`src/hdl/ssdrw_pkg.sv`:
```
// ----------------------------------------------------------------------------
// ssdrw_pkg
// Shared types, constants and character/merge functions of the segment
// memory writer.
// ----------------------------------------------------------------------------
package ssdrw_pkg;

    localparam int DIGIT_COUNT      = 26;
    localparam int LOWER_ROW_DIGITS = 13;
    localparam int MEMORY_BYTES     = 64;
    localparam int MEM_AW           = $clog2(MEMORY_BYTES);
    localparam int CALC_W           = 8;

    localparam logic [7:0] LO_KEEP0  = 8'h38;
    localparam logic [7:0] LO_KEEP1  = 8'h78;
    localparam logic [7:0] LO_KEEP2  = 8'h71;
    localparam logic [7:0] UP_KEEP0  = 8'h07;
    localparam logic [7:0] UP_KEEP1  = 8'h47;
    localparam logic [7:0] UP_KEEP2  = 8'h0F;
    localparam logic [7:0] LO_DOT    = 8'h04;
    localparam logic [7:0] LO_COMMA  = 8'h0C;
    localparam logic [7:0] UP_DOT    = 8'h20;
    localparam logic [7:0] UP_COMMA  = 8'h60;
    localparam logic [6:0] CODE_LINE = 7'h08;
    localparam logic [6:0] CODE_DASH = 7'h10;
    localparam logic [6:0] CODE_NONE = 7'h00;
    localparam logic [6:0] CODE_BAD  = 7'h18;

    localparam logic [7:0] CH_DOT    = 8'h2E;
    localparam logic [7:0] CH_COMMA  = 8'h2C;

    localparam logic [1:0] SEL_B0 = 2'd0;
    localparam logic [1:0] SEL_B1 = 2'd1;
    localparam logic [1:0] SEL_B2 = 2'd2;

    typedef enum logic [1:0] {
        K_PUT  = 2'd0,
        K_FILL = 2'd1,
        K_READ = 2'd2,
        K_NOP  = 2'd3
    } t_kind;

    typedef struct packed {
        logic load;
        logic fill;
        logic rd;
        logic wr;
        logic inc;
        logic out_load;
    } t_cmd;

    typedef struct packed {
        t_kind kind;
        logic  put_ok;
        logic  is_read;
        logic  last;
        logic  out_free;
    } t_status;

    function automatic logic [6:0] num_code(input logic [3:0] i);
        logic [6:0] c;
        begin
            unique case (i)
                4'd0:    c = 7'h6F;
                4'd1:    c = 7'h60;
                4'd2:    c = 7'h5E;
                4'd3:    c = 7'h7C;
                4'd4:    c = 7'h71;
                4'd5:    c = 7'h3D;
                4'd6:    c = 7'h3F;
                4'd7:    c = 7'h69;
                4'd8:    c = 7'h7F;
                4'd9:    c = 7'h7D;
                default: c = CODE_BAD;
            endcase
            return c;
        end
    endfunction

    function automatic logic [6:0] alpha_code(input logic [4:0] i);
        logic [6:0] c;
        begin
            unique case (i)
                5'd0:    c = 7'h7B;
                5'd1:    c = 7'h37;
                5'd2:    c = 7'h0F;
                5'd3:    c = 7'h76;
                5'd4:    c = 7'h1F;
                5'd5:    c = 7'h1B;
                5'd6:    c = 7'h2F;
                5'd7:    c = 7'h73;
                5'd8:    c = 7'h20;
                5'd9:    c = 7'h66;
                5'd10:   c = 7'h13;
                5'd11:   c = 7'h07;
                5'd12:   c = 7'h3A;
                5'd13:   c = 7'h32;
                5'd14:   c = 7'h36;
                5'd15:   c = 7'h5B;
                5'd16:   c = 7'h79;
                5'd17:   c = 7'h12;
                5'd18:   c = 7'h3D;
                5'd19:   c = 7'h17;
                5'd20:   c = 7'h67;
                5'd21:   c = 7'h26;
                5'd22:   c = 7'h2E;
                5'd23:   c = 7'h1C;
                5'd24:   c = 7'h75;
                5'd25:   c = 7'h5E;
                default: c = CODE_BAD;
            endcase
            return c;
        end
    endfunction

    function automatic logic [6:0] char_to_code(input logic [7:0] ch);
        logic [7:0] d_off;
        logic [7:0] lc_off;
        logic [7:0] uc_off;
        logic [6:0] c;
        begin
            d_off  = ch - 8'h30;
            lc_off = ch - 8'h61;
            uc_off = ch - 8'h41;
            priority if (ch >= 8'h30 && ch <= 8'h39) c = num_code(d_off[3:0]);
            else if (ch >= 8'h61 && ch <= 8'h7A)     c = alpha_code(lc_off[4:0]);
            else if (ch >= 8'h41 && ch <= 8'h5A)     c = alpha_code(uc_off[4:0]);
            else if (ch == 8'h5F)                    c = CODE_LINE;
            else if (ch == 8'h2D)                    c = CODE_DASH;
            else if (ch == 8'h20)                    c = CODE_NONE;
            else if (ch == 8'h01)                    c = CODE_LINE;
            else if (ch == 8'h00)                    c = CODE_NONE;
            else                                     c = CODE_BAD;
            return c;
        end
    endfunction

    function automatic logic [7:0] merge_byte(
        input logic       lower,
        input logic [1:0] sel,
        input logic [6:0] c,
        input logic       point,
        input logic       comma,
        input logic [7:0] old
    );
        logic [7:0] b;
        begin
            unique case (sel)
                SEL_B0: b = lower ? ((old & LO_KEEP0) | {5'b0, c[2:0]})
                                  : ((old & UP_KEEP0) | {2'b0, c[2:0], 3'b0});
                SEL_B1: b = lower ? ((old & LO_KEEP1) | {5'b0, c[5:3]})
                                  : ((old & UP_KEEP1) | {2'b0, c[5:3], 3'b0});
                SEL_B2: begin
                    if (point) begin
                        b = lower ? (old | (comma ? LO_COMMA : LO_DOT))
                                  : (old | (comma ? UP_COMMA : UP_DOT));
                    end else begin
                        b = lower ? ((old & LO_KEEP2) | {6'b0, c[6], 1'b0})
                                  : ((old & UP_KEEP2) | {3'b0, c[6], 4'b0});
                    end
                end
                default: b = old;
            endcase
            return b;
        end
    endfunction

endpackage

```
`src/hdl/ssdrw_ctrl.sv`:
```
// ----------------------------------------------------------------------------
// ssdrw_ctrl
// Sequencer: accepts items and steps the datapath through the
// read-modify-write of each byte and the read response.
// ----------------------------------------------------------------------------
module ssdrw_ctrl (
    input  logic              i_clk,
    input  logic              i_rst_n,
    input  logic              i_valid,
    output logic              o_ready,
    input  ssdrw_pkg::t_status i_status,
    output ssdrw_pkg::t_cmd    o_cmd
);
    import ssdrw_pkg::*;

    typedef enum logic [3:0] {
        S_IDLE = 4'b0001,
        S_RD   = 4'b0010,
        S_WR   = 4'b0100,
        S_OUT  = 4'b1000
    } t_state;

    t_state r_state;
    t_state n_state;

    always_ff @(posedge i_clk) begin
        if (!i_rst_n) begin
            r_state <= S_IDLE;
        end else begin
            r_state <= n_state;
        end
    end

    assign o_ready = (r_state == S_IDLE);

    always_comb begin
        n_state = r_state;
        o_cmd   = '0;
        unique case (r_state)
            S_IDLE: begin
                if (i_valid) begin
                    unique case (i_status.kind)
                        K_PUT: begin
                            if (i_status.put_ok) begin
                                o_cmd.load = 1'b1;
                                n_state    = S_RD;
                            end
                        end
                        K_FILL: o_cmd.fill = 1'b1;
                        K_READ: begin
                            o_cmd.load = 1'b1;
                            n_state    = S_RD;
                        end
                        default: ;
                    endcase
                end
            end
            S_RD: begin
                o_cmd.rd = 1'b1;
                n_state  = i_status.is_read ? S_OUT : S_WR;
            end
            S_WR: begin
                o_cmd.wr = 1'b1;
                if (i_status.last) begin
                    n_state = S_IDLE;
                end else begin
                    o_cmd.inc = 1'b1;
                    n_state   = S_RD;
                end
            end
            S_OUT: begin
                if (i_status.out_free) begin
                    o_cmd.out_load = 1'b1;
                    n_state        = S_IDLE;
                end
            end
            default: n_state = S_IDLE;
        endcase
    end

endmodule

```
`src/hdl/ssdrw_dpath.sv`:
```
// ----------------------------------------------------------------------------
// ssdrw_dpath
// Segment memory with fill marks, character decode, byte merge and the
// output register.
// ----------------------------------------------------------------------------
module ssdrw_dpath (
    input  logic               i_clk,
    input  logic               i_rst_n,
    input  ssdrw_pkg::t_kind   i_kind,
    input  logic [4:0]         i_digit_position,
    input  logic [7:0]         i_character_code,
    input  logic [5:0]         i_byte_address,
    input  logic [7:0]         i_fill_byte,
    input  ssdrw_pkg::t_cmd    i_cmd,
    output ssdrw_pkg::t_status o_status,
    input  logic               i_out_ready,
    output logic               o_out_valid,
    output logic [7:0]         o_read_byte
);
    import ssdrw_pkg::*;

    logic [7:0]        r_mem [MEMORY_BYTES];
    logic [MEMORY_BYTES-1:0] r_valid;
    logic [7:0]        r_fill;
    logic [7:0]        r_mem_q;
    logic              r_rd_hit;
    logic              r_rd_in;

    logic              r_is_read;
    logic              r_lower;
    logic              r_point;
    logic              r_comma;
    logic [6:0]        r_code;
    logic [CALC_W-1:0] r_base;
    logic [1:0]        r_idx;

    logic              r_out_valid;
    logic [7:0]        r_out_data;

    logic [CALC_W-1:0] pos_ext;
    logic              in_lower;
    logic [CALC_W-1:0] row_pos;
    logic              in_point;
    logic [CALC_W-1:0] cur_addr;
    logic              cur_in;
    logic [MEM_AW-1:0] cur_idx;
    logic [7:0]        rd_byte;
    logic [7:0]        wr_byte;

    assign pos_ext  = CALC_W'(i_digit_position);
    assign in_lower = pos_ext < CALC_W'(LOWER_ROW_DIGITS);
    assign row_pos  = in_lower ? pos_ext : (pos_ext - CALC_W'(LOWER_ROW_DIGITS));
    assign in_point = (i_character_code == CH_DOT) || (i_character_code == CH_COMMA);

    assign cur_addr = r_base + CALC_W'(r_idx);
    assign cur_in   = cur_addr < CALC_W'(MEMORY_BYTES);
    assign cur_idx  = cur_addr[MEM_AW-1:0];

    assign rd_byte  = r_rd_in ? (r_rd_hit ? r_mem_q : r_fill) : 8'h00;
    assign wr_byte  = merge_byte(r_lower, r_idx, r_code, r_point, r_comma, rd_byte);

    assign o_status.kind     = i_kind;
    assign o_status.put_ok   = pos_ext < CALC_W'(DIGIT_COUNT);
    assign o_status.is_read  = r_is_read;
    assign o_status.last     = (r_idx == SEL_B2);
    assign o_status.out_free = !r_out_valid || i_out_ready;

    always_ff @(posedge i_clk) begin
        if (i_cmd.load) begin
            r_is_read <= (i_kind == K_READ);
            r_lower   <= in_lower;
            r_point   <= in_point;
            r_comma   <= (i_character_code == CH_COMMA);
            r_code    <= char_to_code(i_character_code);
            if (i_kind == K_READ) begin
                r_base <= CALC_W'(i_byte_address);
                r_idx  <= SEL_B0;
            end else begin
                r_base <= (row_pos << 1) + row_pos;
                r_idx  <= in_point ? SEL_B2 : SEL_B0;
            end
        end else if (i_cmd.inc) begin
            r_idx <= r_idx + 2'd1;
        end
    end

    always_ff @(posedge i_clk) begin
        if (i_cmd.rd) begin
            r_mem_q  <= r_mem[cur_idx];
            r_rd_hit <= cur_in && r_valid[cur_idx];
            r_rd_in  <= cur_in;
        end
        if (i_cmd.wr && cur_in) begin
            r_mem[cur_idx] <= wr_byte;
        end
    end

    always_ff @(posedge i_clk) begin
        if (!i_rst_n) begin
            r_valid <= '0;
            r_fill  <= 8'h00;
        end else if (i_cmd.fill) begin
            r_valid <= '0;
            r_fill  <= i_fill_byte;
        end else if (i_cmd.wr && cur_in) begin
            r_valid[cur_idx] <= 1'b1;
        end
    end

    always_ff @(posedge i_clk) begin
        if (!i_rst_n) begin
            r_out_valid <= 1'b0;
        end else if (i_cmd.out_load) begin
            r_out_valid <= 1'b1;
        end else if (i_out_ready) begin
            r_out_valid <= 1'b0;
        end
    end

    always_ff @(posedge i_clk) begin
        if (i_cmd.out_load) begin
            r_out_data <= rd_byte;
        end
    end

    assign o_out_valid = r_out_valid;
    assign o_read_byte = r_out_data;

endmodule

```
`src/hdl/seven_segment_display_ram_writer_core.sv`:
```
// ----------------------------------------------------------------------------
// seven_segment_display_ram_writer_core
// Segment memory writer for a two-row 26-digit 7-segment LCD.
//
// Input stream (s_axis): tuser carries the kind (put, fill, read), tdata
// the digit, character, byte address and fill value. Output stream
// (m_axis): one item with the memory byte for each read.
// A put reads and then writes each byte of its digit on the single-port
// segment memory before the input is ready again (only the third byte for
// a dot or comma, none when the digit is out of range). A fill sets a fill
// value and clears the per-byte written marks. A read shows its item on
// m_axis and frees the input at the same time.
// The output register holds a result until taken; the input keeps
// accepting put and fill items meanwhile, and a second read waits in its
// final step until the output register is free.
// Reset clears the fill value and the per-byte written marks, so the whole
// memory reads as zero, and empties the output register.
// ----------------------------------------------------------------------------
module seven_segment_display_ram_writer_core (
    input  logic        i_clk,
    input  logic        i_rst_n,
    input  logic        s_axis_tvalid,
    output logic        s_axis_tready,
    input  logic [31:0] s_axis_tdata,  // digit_position, character_code, byte_address, fill_byte
    input  logic [1:0]  s_axis_tuser,  // kind
    output logic        m_axis_tvalid,
    input  logic        m_axis_tready,
    output logic [7:0]  m_axis_tdata   // read_byte
);
    import ssdrw_pkg::*;

    t_cmd    cmd;
    t_status status;
    t_kind   kind;

    assign kind = t_kind'(s_axis_tuser);

    ssdrw_ctrl u_ctrl (
        .i_clk    (i_clk),
        .i_rst_n  (i_rst_n),
        .i_valid  (s_axis_tvalid),
        .o_ready  (s_axis_tready),
        .i_status (status),
        .o_cmd    (cmd)
    );

    ssdrw_dpath u_dpath (
        .i_clk            (i_clk),
        .i_rst_n          (i_rst_n),
        .i_kind           (kind),
        .i_digit_position (s_axis_tdata[4:0]),
        .i_character_code (s_axis_tdata[12:5]),
        .i_byte_address   (s_axis_tdata[18:13]),
        .i_fill_byte      (s_axis_tdata[26:19]),
        .i_cmd            (cmd),
        .o_status         (status),
        .i_out_ready      (m_axis_tready),
        .o_out_valid      (m_axis_tvalid),
        .o_read_byte      (m_axis_tdata)
    );

endmodule

```
`config.mk`:
```
export PLATFORM = sky130hd
export DESIGN_NAME = seven_segment_display_ram_writer_core
export DESIGN_NICKNAME = d
export VERILOG_FILES = /design/src/hdl/ssdrw_pkg.sv /design/src/hdl/ssdrw_ctrl.sv /design/src/hdl/ssdrw_dpath.sv /design/src/hdl/seven_segment_display_ram_writer_core.sv
export SDC_FILE = /design/constraint.sdc
export NUM_CORES = 1
export LEC_CHECK = 0
export ABC_AREA = 1
export BUFFER_PORTS_ARGS = -buffer_cell sky130_fd_sc_hd__buf_2
export CAP_MARGIN = 20
export CORE_MARGIN = 10
export CORE_UTILIZATION = 45
export DETAILED_ROUTE_END_ITERATION = 10
export GPL_TIMING_DRIVEN = 0
export SLEW_MARGIN = 25
export SYNTH_ARGS = -nofsm -noshare
export SYNTH_HDL_FRONTEND = slang
export SYNTH_SLANG_ARGS = --single-unit
```
`constraint.sdc`:
```
create_clock -name i_clk -period 6.2 [get_ports i_clk]
set_clock_uncertainty 0.1 [all_clocks]
set_input_delay 0.62 -clock i_clk [delete_from_list [all_inputs] [get_ports i_clk]]
set_output_delay 0.62 -clock i_clk [all_outputs]
set_load 0.01 [all_outputs]
```
== Yosys cells after proc, flatten, opt, wreduce, memory -nomap -nowiden ==
Memory sizes are Yosys's and may differ from the RTL's. A register that Yosys moved wholly into a read port is not among the register bits.
Cells that the tools add are included.
Word-level totals
  flip-flop bits (word level): 108
  bits in writable memories: 512
  bits in read-only memories: 560
  output and inout port bits: 10
  memories kept: 4
Operators by class
  add/subtract/negate cells: 7
  magnitude comparators: 11
  equality and inequality tests: 18
  muxes and demuxes: 49
  bitwise logic cells: 10
  reductions and logical operators: 16
Memories
  u_dpath.r_mem: depth 64, width 8, read ports 1, clocked after Yosys merged registers in 1, wr ports 1, RTL line ssdrw_dpath.sv:22  | logic [7:0] r_mem [MEMORY_BYTES];
  (no name shown): depth 32, width 7, read ports 1, clocked after Yosys merged registers in 0, wr ports 0, RTL line ssdrw_pkg.sv:83  | unique case (i)
  (no name shown): depth 32, width 7, read ports 1, clocked after Yosys merged registers in 0, wr ports 0, RTL line ssdrw_pkg.sv:83
  (no name shown): depth 16, width 7, read ports 1, clocked after Yosys merged registers in 0, wr ports 0, RTL line ssdrw_pkg.sv:63  | unique case (i)
Operators by type and width (count)
  8-bit two-way mux: 8
  64-bit bitwise OR: 1
  7-bit two-way mux: 8
  8-bit by 6-bit == test with 1-bit output (second input constant): 4
  8-bit case mux with 3 select lines: 1
  4-bit two-way mux: 5
  8-bit by 7-bit >= comparator with 1-bit output (second input constant): 2
  8-bit by 7-bit less-or-equal comparator with 1-bit output (second input constant): 2
  2-bit two-way mux: 8
  8-bit bitwise OR: 2
  4-bit case mux with 4 select lines: 1
  1-bit two-way mux: 12
  5-bit by 1-bit subtractor with 5-bit output (second input constant): 2
  8-bit by 2-bit adder with 8-bit output: 1
  8-bit adder: 1
  8-bit by 1-bit == test with 1-bit output (second input constant): 1
  8-bit by 7-bit == test with 1-bit output (second input constant): 1
  8-bit by 6-bit >= comparator with 1-bit output (second input constant): 1
  8-bit by 6-bit less-or-equal comparator with 1-bit output (second input constant): 1
  8-bit logical NOT: 1
  8-bit by 7-bit < comparator with 1-bit output (second input constant): 1
  4-bit case mux with 2 select lines: 1
  6-bit by 7-bit < comparator with 1-bit output (second input constant): 1
  7-bit by 2-bit bitwise OR with 7-bit output: 1
  other kinds (33): 44

== Logic depth before layout (Yosys ltp) ==
  depth after elaboration: 9
  mapped depth: 17

== By module ==
Synthesis repeated with hierarchy kept, for this count alone.
Second synthesis, totals
  cell total of the unflattened synthesis: 2790
  area total of the unflattened synthesis: 27670.3 µm²
By module, submodules not included
  ssdrw_dpath: times used 1, cells each 2738, area each 27373.8 µm², sequential area each 18007.3 µm²
  ssdrw_ctrl: times used 1, cells each 52, area each 296.5 µm², sequential area each 80.1 µm²

== Worst setup path after synthesis ==
No wires, ideal clock.
  kind: register -> register
  start: reg u_dpath.r_idx[0]
  end: mem u_dpath.r_mem[0][7], data pin
  library setup time: 865 ps
  arrival: 4246 ps
  required time: 5235 ps
  path slack: 989 ps
  stages on the path, launching flop included: 5
  buffers on the path: 0
  period minus slack after synthesis: 5211 ps
  cell sequence: edfxtp_1 inv_1 ha_1 a21oi_1 nor4_1
On the way
  longest elaborated chain between the ends: 2
  elaborated cells on any way between the ends: 4
  those cells by class: 2 x eq/ne; 1 x mux; 1 x reduce/logical
RTL lines
  from (decl): RTL line ssdrw_dpath.sv:35  | logic [1:0] r_idx;
  from (signal assigned): RTL line ssdrw_dpath.sv:80  | r_idx <= in_point ? SEL_B2 : SEL_B0;
  from (signal assigned): RTL line ssdrw_dpath.sv:83  | r_idx <= r_idx + 2'd1;
  2-bit == test (tied with other cells): RTL line ssdrw_pkg.sv:148  | unique case (sel)
  8-bit case mux with 3 select lines (*): RTL line ssdrw_pkg.sv:148
  net u_dpath.wr_byte[7]: RTL line ssdrw_dpath.sv:48  | logic [7:0] wr_byte;
  to (decl): RTL line ssdrw_dpath.sv:22
Mark *: on every way through the listed nets, which the timed path passes. The rest lies on a longest branch.

== Final worst setup path ==
  start: reg u_dpath.r_idx[0]
  end: reg u_dpath.r_mem_q[3] (read register of u_dpath.r_mem), data pin
On the way
  longest elaborated chain between the ends: 1
RTL lines
  8-bit by 2-bit adder with 8-bit output: RTL line ssdrw_dpath.sv:55  | assign cur_addr = r_base + CALC_W'(r_idx);
  to (decl): RTL line ssdrw_dpath.sv:25  | logic [7:0] r_mem_q;
No other way between the ends.
A chain may end at the register's enable or synchronous reset.

==> run metrics <==
status finished clean; # nets final 2,978; ys flop type edfxtp_1; DP Wirelength between 60 and 70 mm; Initial Utilization a little under half; RSZ-0062 raised after global routing false; Critical Path Stages 13; final design utilization 51.89%; delay-heaviest family, CP buffers and inverters; cts bufs inserted 67; Most common cell on crit path nand2_1; drt pass-1 iters 6; pre-CTS WS between 2 and 2.5 ns; Final setup viols 0; Total GRT Usage a little over a quarter; crit end category register; worst vdd ir between 0.15 and 0.2 mV; drt via density between 5 and 6; # DRC 0; post-synthesis area per instance roughly 9.9 µm²; CP Cell Sequence ha_1 > fa_1 > buf_2 > inv_2 > buf_2 > clkbuf_1 > a21oi_1 > o21ai_0 > nand2_1 > nand2_1 > nand2_1 > nor2_1 > nand2_1; min Tclk post-route 4.241 ns; largest net degree at the start of global routing 60; Die Wd roughly 270 µm; Seq/Total Area, Yosys about two thirds; final instance area 0.03138 mm²; share of cells above drive strength 1 under 10%; Yosys cell types 43; Fillers 5,363; synthesized netlist net count 2,845; DRT Wirelength around 95 mm; Max Buffers Root-to-Sink 3; final hold violation count 0; total grt overflow 0; static leakage approximately 13 nW; final worst setup slack 1.959 ns; vias in the first global route between 20,000 and 25,000; GP Congestion between 1 and 1.5; yosys warns 0; via count 21,198; Final Max Tran Viols 0; CP endpoint u_dpath.r_mem_q[3]; Post-CTS Setup Repair Bufs 0; max-cap violations 0; # diodes 0; WP data arrival approximately 4.5 ns; FF-to-FF End u_dpath.r_mem_q[3]; Final Non-Filler Cells approximately 3,800; WS Path Type register to register; actual slew at the worst max-slew pin approximately 1.1 ns; Setup crit start kind register; placed insts ~3,600; final cycle utilization of the critical path between 60% and 70%; clk root buf clkbuf_16; Hold Crit Class input port to register; post-synth top area cell edfxtp_1; Placed Area 0.02919 mm²; slowest cell delay on critical path around 0.8 ns; FF+latch count, synth ~630; antenna violations before repair 3; Worst path slowest cell clkbuf_1; Area Growth Syn to Fin 13.97%; Skew-Pair Late Insertion Delay roughly 0.63 ns; post-cts resize count 0; cells on worst reg2reg path 13; row cnt 90; Clock transition at path regs 0.06 ns; R2R setup slack 1.96 ns; Synth top area share around 60%; first-pass GRT wire length 135.2 mm; Critical Path RT ~6.4 ns; Slew Limit Headroom 29.91%; violation count after the first detailed-route iteration about 3,000; Critical path buffers and inverters 4; top cells by area, synth edfxtp_1, nand2_1, dfxtp_1, a21oi_1, inv_1; cts hold-fix bufs 0; core area just over 0.06 mm²; cells after synthesis around 2,800; # clock sinks 628; Synth Cell Area about 0.028 mm²; Worst Setup SP u_dpath.r_idx[0]; Routed Antenna Nets 0; FF-to-FF Start u_dpath.r_idx[0]; port bufs 39; number of flops mapped to enable cells by yosys around 550; crit-path max FO 10; I/O pin count 48; die area around 0.071 mm²; CTS tree built; H-tree depth 3; Synth async-reset ratio 0%; TNS Setup 0 ns; routed len/inst about 25 µm; pwr dens approximately 320 mW/mm²; most common cell after layout, fill and taps aside nand2_1; most frequent cells in the layout nand2_1, edfxtp_1, a21oi_1; Die H roughly 270 µm; Fmax around 0.24 GHz
per-stage QoR:
stage	hold slack [ns]	total power, mW
finish	0.1757	10.16
global route	0.1922	10.43
CTS	0.1598	10.13
detailed placement	0.3360	6.159
global placement	0.3276	6.125
floorplan	0.3174	5.502
cell families (layout without fill, tap and decap cells):
family / after synthesis / in the layout / synth area share, %
AOI/OAI and AO/OA: 495 / 495 / 9.220
xor gates and xnor gates: 4 / 4 / 0.1545
adders and majority gates: 23 / 23 / 1.100
buffers and inverters: 368 / 553 / 5.267
DFF: 628 / 628 / 65.69
and+or+nand+nor: 1266 / 1266 / 18.57
layer usage:
layer,part of all wire (%),vias to the layer above,global-route usage [%]
met5,0.037,-,0
met4,5.0,6,13.13
met3,11,241,4.347
met2,45,1294,41.08
met1,40,10125,35.08
li1,-,9532,-
final cells by class:
type | instances | area, µm² | share of cell area [%]
inverter | 240 | 903.4 | 2.879
tap | 782 | 978.4 | 3.118
sequential | 628 | 18090 | 57.64
multi-input combinational | 1788 | 8107 | 25.83
clock buffer | 95 | 1939 | 6.180
clock inverter | 26 | 245.2 | 0.7815
timing repair buffer | 64 | 570.5 | 1.818
buffer | 128 | 549.3 | 1.750
tightest hold or removal path, delay by kind of cell:
family / cells / cell delay, ns
AND/OR/NAND/NOR: 2 / 0.09
buffers and inverters: 1 / 0.07
where the power goes:
part	internal [mW]	leakage (nW)	switching, mW
clock network	2.39	1.07	1.66
logic	0.347	6.07	1.14
registers	4.63	5.63	0.00915
how the worst min path moves through the flow:
stage	from	endpoint	slack, ns	cells after the start
6_report	s_axis_tdata[17]	u_dpath.r_base[4]	0.18	3
5_1_grt	s_axis_tdata[25]	u_dpath.r_fill[6]	0.19	3
4_1_cts	s_axis_tdata[17]	u_dpath.r_base[4]	0.16	3
3_5_place_dp	u_dpath.r_is_read	u_ctrl.r_state[2]	0.34	1
3_3_place_gp	u_dpath.r_is_read	u_ctrl.r_state[2]	0.33	1
2_1_floorplan	u_dpath.r_is_read	u_ctrl.r_state[2]	0.32	1
synthesized netlist by cell type (2+ instances only):
cell and instances:
fa_1 2, or2_2 32, nor2_2 8, nor3_1 14, dfxtp_1 77, xor2_1 3, a22o_1 4, buf_1 10
edfxtp_1 551, buf_2 46, nand4_2 2, inv_1 229, clkbuf_1 70, nand3_2 5, nor2_1 105, nor4_1 6
ha_1 21, nor2_4 3, o21ai_0 165, a21oi_1 306, o22ai_1 3, nor3_2 12, nand3_1 30, nand2_2 4
o31ai_1 3, inv_2 10, o211ai_1 8, nand2_1 1039, nand4_1 2
state kept, by name, summed over array words and instances, names as in the netlist, 4 cells and up:
signal / flops
u_dpath.r_mem_q: 8
u_dpath.o_read_byte: 8
u_dpath.r_mem: 512
u_dpath.r_code: 7
u_dpath.r_base: 8
u_ctrl.r_state: 4
u_dpath.r_valid: 64
u_dpath.r_fill: 8
Note: power is estimated with default switching activity, not from simulation.
